File: config.mk
export PLATFORM = sky130hd
export DESIGN_NAME = fcst_ctrl
export DESIGN_NICKNAME = d
export VERILOG_FILES = /design/src/hw/rtl/fcst_pkg.sv /design/src/hw/rtl/fcst_ctrl.sv
export SDC_FILE = /design/constraint.sdc
export NUM_CORES = 1
export LEC_CHECK = 0
export BUFFER_PORTS_ARGS = -buffer_cell sky130_fd_sc_hd__buf_2
export CAP_MARGIN = 15
export CORE_AREA = 2 2 39 41
export DETAILED_ROUTE_END_ITERATION = 8
export DIE_AREA = 0 0 41 43
export PLACE_DENSITY = 0.34
export SYNTH_ARGS = -nofsm -noshare
export SYNTH_HDL_FRONTEND = slang
export SYNTH_SLANG_ARGS = --single-unit
File: constraint.sdc
create_clock -name clk_i -period 2.18 [get_ports clk_i]
set_clock_uncertainty 0.05 [all_clocks]
set_input_delay 0 -clock clk_i [delete_from_list [all_inputs] [get_ports clk_i]]
set_output_delay 0 -clock clk_i [all_outputs]
set_load 0.005 [all_outputs]
File: src/hw/rtl/fcst_pkg.sv
`default_nettype none
package fcst_pkg;

  localparam int unsigned SLOT_W  = 10;
  localparam int unsigned STATE_W = 4;
  localparam int unsigned FLAGS_W = 6;
  localparam int unsigned ENTRY_W = STATE_W + FLAGS_W;

  // seen_flags bit positions
  localparam int unsigned FL_FIN_OUT = 0;
  localparam int unsigned FL_FIN_IN  = 1;
  localparam int unsigned FL_SYN_OUT = 2;
  localparam int unsigned FL_SYN_IN  = 3;
  localparam int unsigned FL_OUT     = 4;
  localparam int unsigned FL_RST     = 5;

  // ICMP types that never open a flow
  localparam logic [7:0] ICMP_DEST_UNREACH   = 8'd3;
  localparam logic [7:0] ICMP_SOURCE_QUENCH  = 8'd4;
  localparam logic [7:0] ICMP_TIME_EXCEEDED  = 8'd11;
  localparam logic [7:0] ICMP_PARAM_PROBLEM  = 8'd12;
  localparam logic [7:0] ICMP_CONVERSION_ERR = 8'd31;

  typedef enum logic [2:0] {
    OC_UPDATED    = 3'd0,
    OC_CREATED    = 3'd1,
    OC_FILTERED   = 3'd2,
    OC_REFUSED    = 3'd3,
    OC_NOTFLOW    = 3'd4,
    OC_ERRAPPLIED = 3'd5,
    OC_ERRIGNORED = 3'd6
  } outcome_e;

  typedef enum logic [3:0] {
    CS_NONE      = 4'd0,
    CS_NEW       = 4'd1,
    CS_ANYSTART  = 4'd2,
    CS_CONN      = 4'd3,
    CS_ESTAB     = 4'd4,
    CS_HALFCLOSE = 4'd5,
    CS_CLOSE     = 4'd6,
    CS_RESET     = 4'd7,
    CS_UDPSHORT  = 4'd8,
    CS_UDPLONG   = 4'd9,
    CS_ICMPERR   = 4'd10
  } conn_state_e;

  typedef enum logic [1:0] {
    PROTO_TCP   = 2'd0,
    PROTO_UDP   = 2'd1,
    PROTO_ICMP  = 2'd2,
    PROTO_OTHER = 2'd3
  } proto_e;

  typedef enum logic [1:0] {
    CFG_TCP_ANY_START   = 2'd0,
    CFG_ICMP_ERR_BYPASS = 2'd1,
    CFG_DROP_IPV4       = 2'd2,
    CFG_DROP_IPV6       = 2'd3
  } cfg_index_e;

  typedef enum logic [1:0] {
    S_IDLE,
    S_REDUCE,
    S_READ,
    S_UPDATE
  } fsm_state_e;

  typedef struct packed {
    logic              kind;
    logic [SLOT_W-1:0] flow_slot;
    logic              hit;
    logic [1:0]        proto_class;
    logic              direction;
    logic              syn_flag;
    logic              ack_flag;
    logic              fin_flag;
    logic              rst_flag;
    logic              is_ipv6;
    logic              ports_zero;
    logic [7:0]        icmp_type;
  } item_t;

  typedef struct packed {
    logic [2:0]         outcome;
    logic [SLOT_W-1:0]  slot_out;
    logic [STATE_W-1:0] state_out;
  } result_t;

  typedef struct packed {
    logic tcp_any_start;
    logic icmp_err_bypass;
    logic drop_ipv4;
    logic drop_ipv6;
  } cfg_t;

  typedef struct packed {
    logic load;   // capture a new item
    logic step;   // one remainder step
    logic rd_en;  // read the table entry
    logic upd;    // write back and present the result
  } cmd_t;

  typedef struct packed {
    logic need_red;  // slot needs a remainder pass
    logic red_last;  // last remainder step this cycle
  } status_t;

  function automatic logic icmp_non_flow(logic [7:0] t);
    return (t == ICMP_DEST_UNREACH) || (t == ICMP_SOURCE_QUENCH) ||
           (t == ICMP_TIME_EXCEEDED) || (t == ICMP_PARAM_PROBLEM) ||
           (t == ICMP_CONVERSION_ERR);
  endfunction

endpackage
`default_nettype wire

File: src/hw/rtl/fcst_ctrl.sv
`default_nettype none
module fcst_ctrl
  import fcst_pkg::*;
(
  input  wire logic    clk_i,
  input  wire logic    rst_ni,
  input  wire logic    start,
  output logic         busy,
  input  wire status_t status_i,
  output cmd_t         cmd_o
);

  fsm_state_e state_q, state_d;
  logic       accept;

  assign accept = start && ((state_q == S_IDLE) || (state_q == S_UPDATE));

  always_comb begin
    state_d = state_q;
    unique case (state_q)
      S_IDLE, S_UPDATE: begin
        if (accept) begin
          state_d = status_i.need_red ? S_REDUCE : S_READ;
        end else begin
          state_d = S_IDLE;
        end
      end
      S_REDUCE: begin
        if (status_i.red_last) begin
          state_d = S_READ;
        end
      end
      S_READ:   state_d = S_UPDATE;
      default:  state_d = S_IDLE;
    endcase
  end

  always_comb begin
    cmd_o = '0;
    busy  = 1'b0;
    cmd_o.load = accept;
    unique case (state_q)
      S_IDLE:   busy = 1'b0;
      S_REDUCE: begin
        busy       = 1'b1;
        cmd_o.step = 1'b1;
      end
      S_READ: begin
        busy        = 1'b1;
        cmd_o.rd_en = 1'b1;
      end
      S_UPDATE: cmd_o.upd = 1'b1;
      default:  busy = 1'b0;
    endcase
  end

  always_ff @(posedge clk_i or negedge rst_ni) begin
    if (!rst_ni) begin
      state_q <= S_IDLE;
    end else begin
      state_q <= state_d;
    end
  end

  a_read_then_update: assert property (@(posedge clk_i) disable iff (!rst_ni)
    state_q == S_READ |=> state_q == S_UPDATE)
    else $error("read not followed by update");

  a_busy_from_start: assert property (@(posedge clk_i) disable iff (!rst_ni)
    $rose(busy) |-> $past(start))
    else $error("busy without a start");

  a_reduce_only_when_needed: assert property (@(posedge clk_i) disable iff (!rst_ni)
    state_q == S_REDUCE |-> status_i.need_red)
    else $error("remainder pass on a direct-indexed table");

endmodule
`default_nettype wire

* Word-level counts from Yosys, hierarchy flattened
Index checks and enable logic that the tools add are counted.
Operators by class: equal/unequal tests 4, multiplexer cells 8, reduce and logical (&&, ||, !) cells 5
Operators by type and width (count):
- two-way mux 2 bit | 3
- one-hot mux 2 bit (3 select lines) | 1
- equality test 2 bit, second input constant | 2
- two-way mux 1 bit | 4
- OR reduction 2 bit | 2
- equality test 2 x 1 -> 1 bit, second input constant | 1
- logical NOT 2 bit | 1
- inequality test 2 bit, second input constant | 1
- logical AND 1 bit | 1
- logical OR 1 bit | 1
Word-level totals: bits in registers 2, bits of input ports 5, output and inout port bits 5, logic and storage cells 18

* Logic depth before layout (Yosys ltp)
depth after elaboration 5, depth in mapped cells 4, mapped depth without buffers 4

* Least setup slack after synthesis
No wires, ideal clock.
path type reg-to-reg, from register state_q[0], to register state_q[0], setup time 82 ps, arrival time 1019 ps, data required time 2048 ps, path slack 1029 ps, cell stages (with the launch flop) 5, buffers on the path 0, period minus slack after synthesis 1151 ps, cells stage by stage dfrtp_1 inv_1 ha_1 nand2b_1 a31oi_1
Between the ends: longest elaborated chain between the ends 5, elaborated cells between the ends (all ways) 10, those cells by class 4 x eq/ne; 2 x mux; 4 x reduce/logical
RTL lines:
- from (decl) | line fcst_ctrl.sv:13 | fsm_state_e state_q, state_d;
- from (signal assigned) | line fcst_ctrl.sv:61 | state_q <= state_d;
- equality test 2 bit or logical NOT 2 bit (tied branches) | line fcst_ctrl.sv:16, fcst_ctrl.sv:20
- logical OR 1 bit | line fcst_ctrl.sv:16 | assign accept = start && ((state_q == S_IDLE) || (state_q == S_UPDATE));
- logical AND 1 bit | line fcst_ctrl.sv:16
- two-way mux 2 bit | line fcst_ctrl.sv:22 | if (accept) begin
- one-hot mux 2 bit (3 select lines) | line fcst_ctrl.sv:20 | unique case (state_q)
Several ways; a longest one is shown, not always the timed one. A chain may end at the register's enable or synchronous reset.

==> flow_metrics.tcl <==
set metrics [dict create \
    rr_worst_depth 4 \
    cp.required_ps 2130 \
    ys.flop_type "dfrtp_1" \
    track_usage_pct 6.12 \
    path_max_fanout 5 \
    syn_inst 18 \
    status "complete, no violations" \
    cts_root_buf "clkbuf_4" \
    synth_area_um2 166 \
    cts_resized 0 \
    core_area_um2 1380 \
    hold_violations 0 \
    worst_path_dominant_cell_family "flip-flops" \
    die_x_um 41 \
    pwr-share-clk_pct 24.6 \
    synth.area.top_cells "dfrtp_1 (30%), ha_1 (23%), nor3b_1 (9.0%)" \
    endpoint_kind "output port" \
    p_leak_nw 0.135 \
    cp.arrival_ps 1300 \
    synth_top_cells_by_count "ha_1 (3), inv_1 (3)" \
    syn_nets 26 \
    initial_core_util_pct 12.0 \
    grt_use_met2_pct 6.56 \
    switchingPower_mw 0.120 \
    reg2reg_slack_ps 940 \
    overflow 0 \
    vias 158 \
    drc 0 \
    ys_seq_elements 2 \
    worstHoldStart "start" \
    area_delta_synth_final_pct 54.1 \
    reg_top3 "state_q: 2 flops" \
    setup_violations 0 \
    cts_buffers 3 \
    critPathLaunchType "register" \
    largest_register_ffs 2 \
    yosys.area.top_type "dfrtp_1" \
    sw_frac_of_total_pct 36.5 \
    n_fill_cell 153 \
    dp_slack_ps 944 \
    maxCapViolCount 0 \
    placed_area_um2 224 \
    chipHeight_um 43 \
    yosysWarnings 0 \
    p_per_area_nw_per_um2 1290 \
    clock_sinks 2 \
    drive_gt1_share_pct 40.0 \
    r2r-end "state_q[1]$_DFFE_PN0P_" \
    tightest_slew_ps 168 \
    place.gp.congestion 0.666 \
    intPower_mw 0.209 \
    firstDrtPassIters 2 \
    p_seq_share_pct 23.3 \
    rsz0062_at_grt "false" \
    grt_pass1_vias 180 \
    use_met1_pct 7.05 \
    holdWs_ps 11.8 \
    die_area_um2 1760 \
    hold_class "in -> reg" \
    top_register "state_q" \
    fin_crit_sh_pct 61.9 \
    power_frac_comb_pct 52.1 \
    hold_buffers 1 \
    cts_setup_buffers 0 \
    cts_buffer_depth 2 \
    rows 14 \
    worst-path-buf-inv 2 \
    post-route-util_pct 18.5 \
    min_to "state_q[0]$_DFFE_PN0P_" \
    ys_seq_area_share_pct 30.1 \
    period_needed_ps 1350 \
    hpwlAfterDp_um 276 \
    numPortBuffers 9 \
    async_flop_share_pct 100 \
    cts_tree "yes" \
    ir_drop_v 0.000559 \
    synth_cell_types 10 \
    ant_nets 0 \
    fin_ws_ps 831 \
    routed_wl_um 363 \
    timing.setup.tns_ps 0 \
    slew_violations 0 \
    wl_per_cell_um 7.89 \
    gr-usage-met3_pct 3.14 \
    syn_area_per_cell_um2 9.25 \
    cp_slowest_stage_delay_ps 390 \
    grt_pass1_wl_um 669 \
    yosys.area.top_type_share_pct 30.1 \
    clk_pin_slew_ps 30 \
    antenna_found_initial 0 \
    synth_edf_count 0 \
    r2r_start "state_q[1]$_DFFE_PN0P_" \
    boundaryPins 10 \
    design_area_um2 256 \
    vias_per_cell 3.43 \
    critPathKind "reg -> out" \
    max_slew_margin_pct 88.8 \
    fin_nets 40 \
    max_freq_mhz 741 \
    crit_path_top_delay_cell "dfrtp_1" \
    first_iter_violations 1 \
    n_antenna_cell 0 \
    hold_depth 3 \
    top_usage_layer "met4" \
    htreeDepth 1 \
    grt_max_degree 6 \
    clk_latency_ps 220 \
    path_cells "inv_1 -> ha_1 -> and2_1 -> buf_2" \
]
[worst register-to-register path: stages, from the launching register on]
cell and delay, ps:
dfrtp_1 410, inv_1 70, ha_1 180, or2b_1 260, a31oi_1 190
[layer usage]
layer  up-vias  part of all wire, %  routed length, um
li1         84                    -                  -
met1        63                   47                169
met2        11                   38                137
met3         0                   15                 56
met4         0                    0                  0
met5         -                    0                  0
[through the flow]
stage          instances  power (mW)
3_3_place_gp          42       0.250
6_report              46       0.330
2_1_floorplan         18       0.193
4_1_cts               46       0.340
3_5_place_dp          42       0.250
5_1_grt               46       0.374
[cell type report]
type,count,area [um2],share of cell area [%]
multi-input cells,12,97.6,38.0
repair buffers,10,55.1,21.5
flip-flops and latches,2,50.0,19.5
clock buffers,3,22.5,8.78
well taps,16,20.0,7.80
inverters,3,11.3,4.39
[worst max path at each step]
stage,startpoint,to,slack (ps),depth (start not counted)
after CTS,state_q[0]$_DFFE_PN0P_,cmd_o[3],810,4
after global placement,state_q[1]$_DFFE_PN0P_,state_q[1]$_DFFE_PN0P_,960,4
after global routing,state_q[0]$_DFFE_PN0P_,cmd_o[3],720,4
after detailed placement,state_q[1]$_DFFE_PN0P_,state_q[1]$_DFFE_PN0P_,940,4
after floorplan,state_q[0]$_DFFE_PN0P_,state_q[0]$_DFFE_PN0P_,1030,4
final,state_q[0]$_DFFE_PN0P_,cmd_o[3],830,4
[logic make-up after synthesis]
family / synth area share [%]
buffers and inverters: 11.3
and+or+nand+nor: 28.6
AOI/OAI and AO/OA: 7.52
DFF: 30.1
adders and majority gates: 22.6
[power groups by stage]
| stage | Combinational, mW | Clock, mW | Sequential, mW |
|---|---|---|---|
| finish | 0.172 | 0.0811 | 0.0767 |
| floorplan | 0.121 | 0 | 0.0712 |
| global placement | 0.172 | 0 | 0.0783 |
| detailed placement | 0.173 | 0 | 0.0773 |
| global route | 0.202 | 0.0897 | 0.0826 |
| CTS | 0.176 | 0.0872 | 0.0769 |
[placed cells by master (no fill, tap or decap)]
| cell | count |
|---|---|
| a31oi_1 | 2 |
| and2_1 | 1 |
| ha_1 | 3 |
| dlygate4sd3_1 | 1 |
| buf_2 | 9 |
| inv_1 | 3 |
| nand3_1 | 1 |
| clkbuf_4 | 3 |
| dfrtp_1 | 2 |
| nand2b_1 | 1 |
| or2b_1 | 2 |
| nor3b_1 | 2 |
No activity file was read; power rests on OpenSTA's default activity.
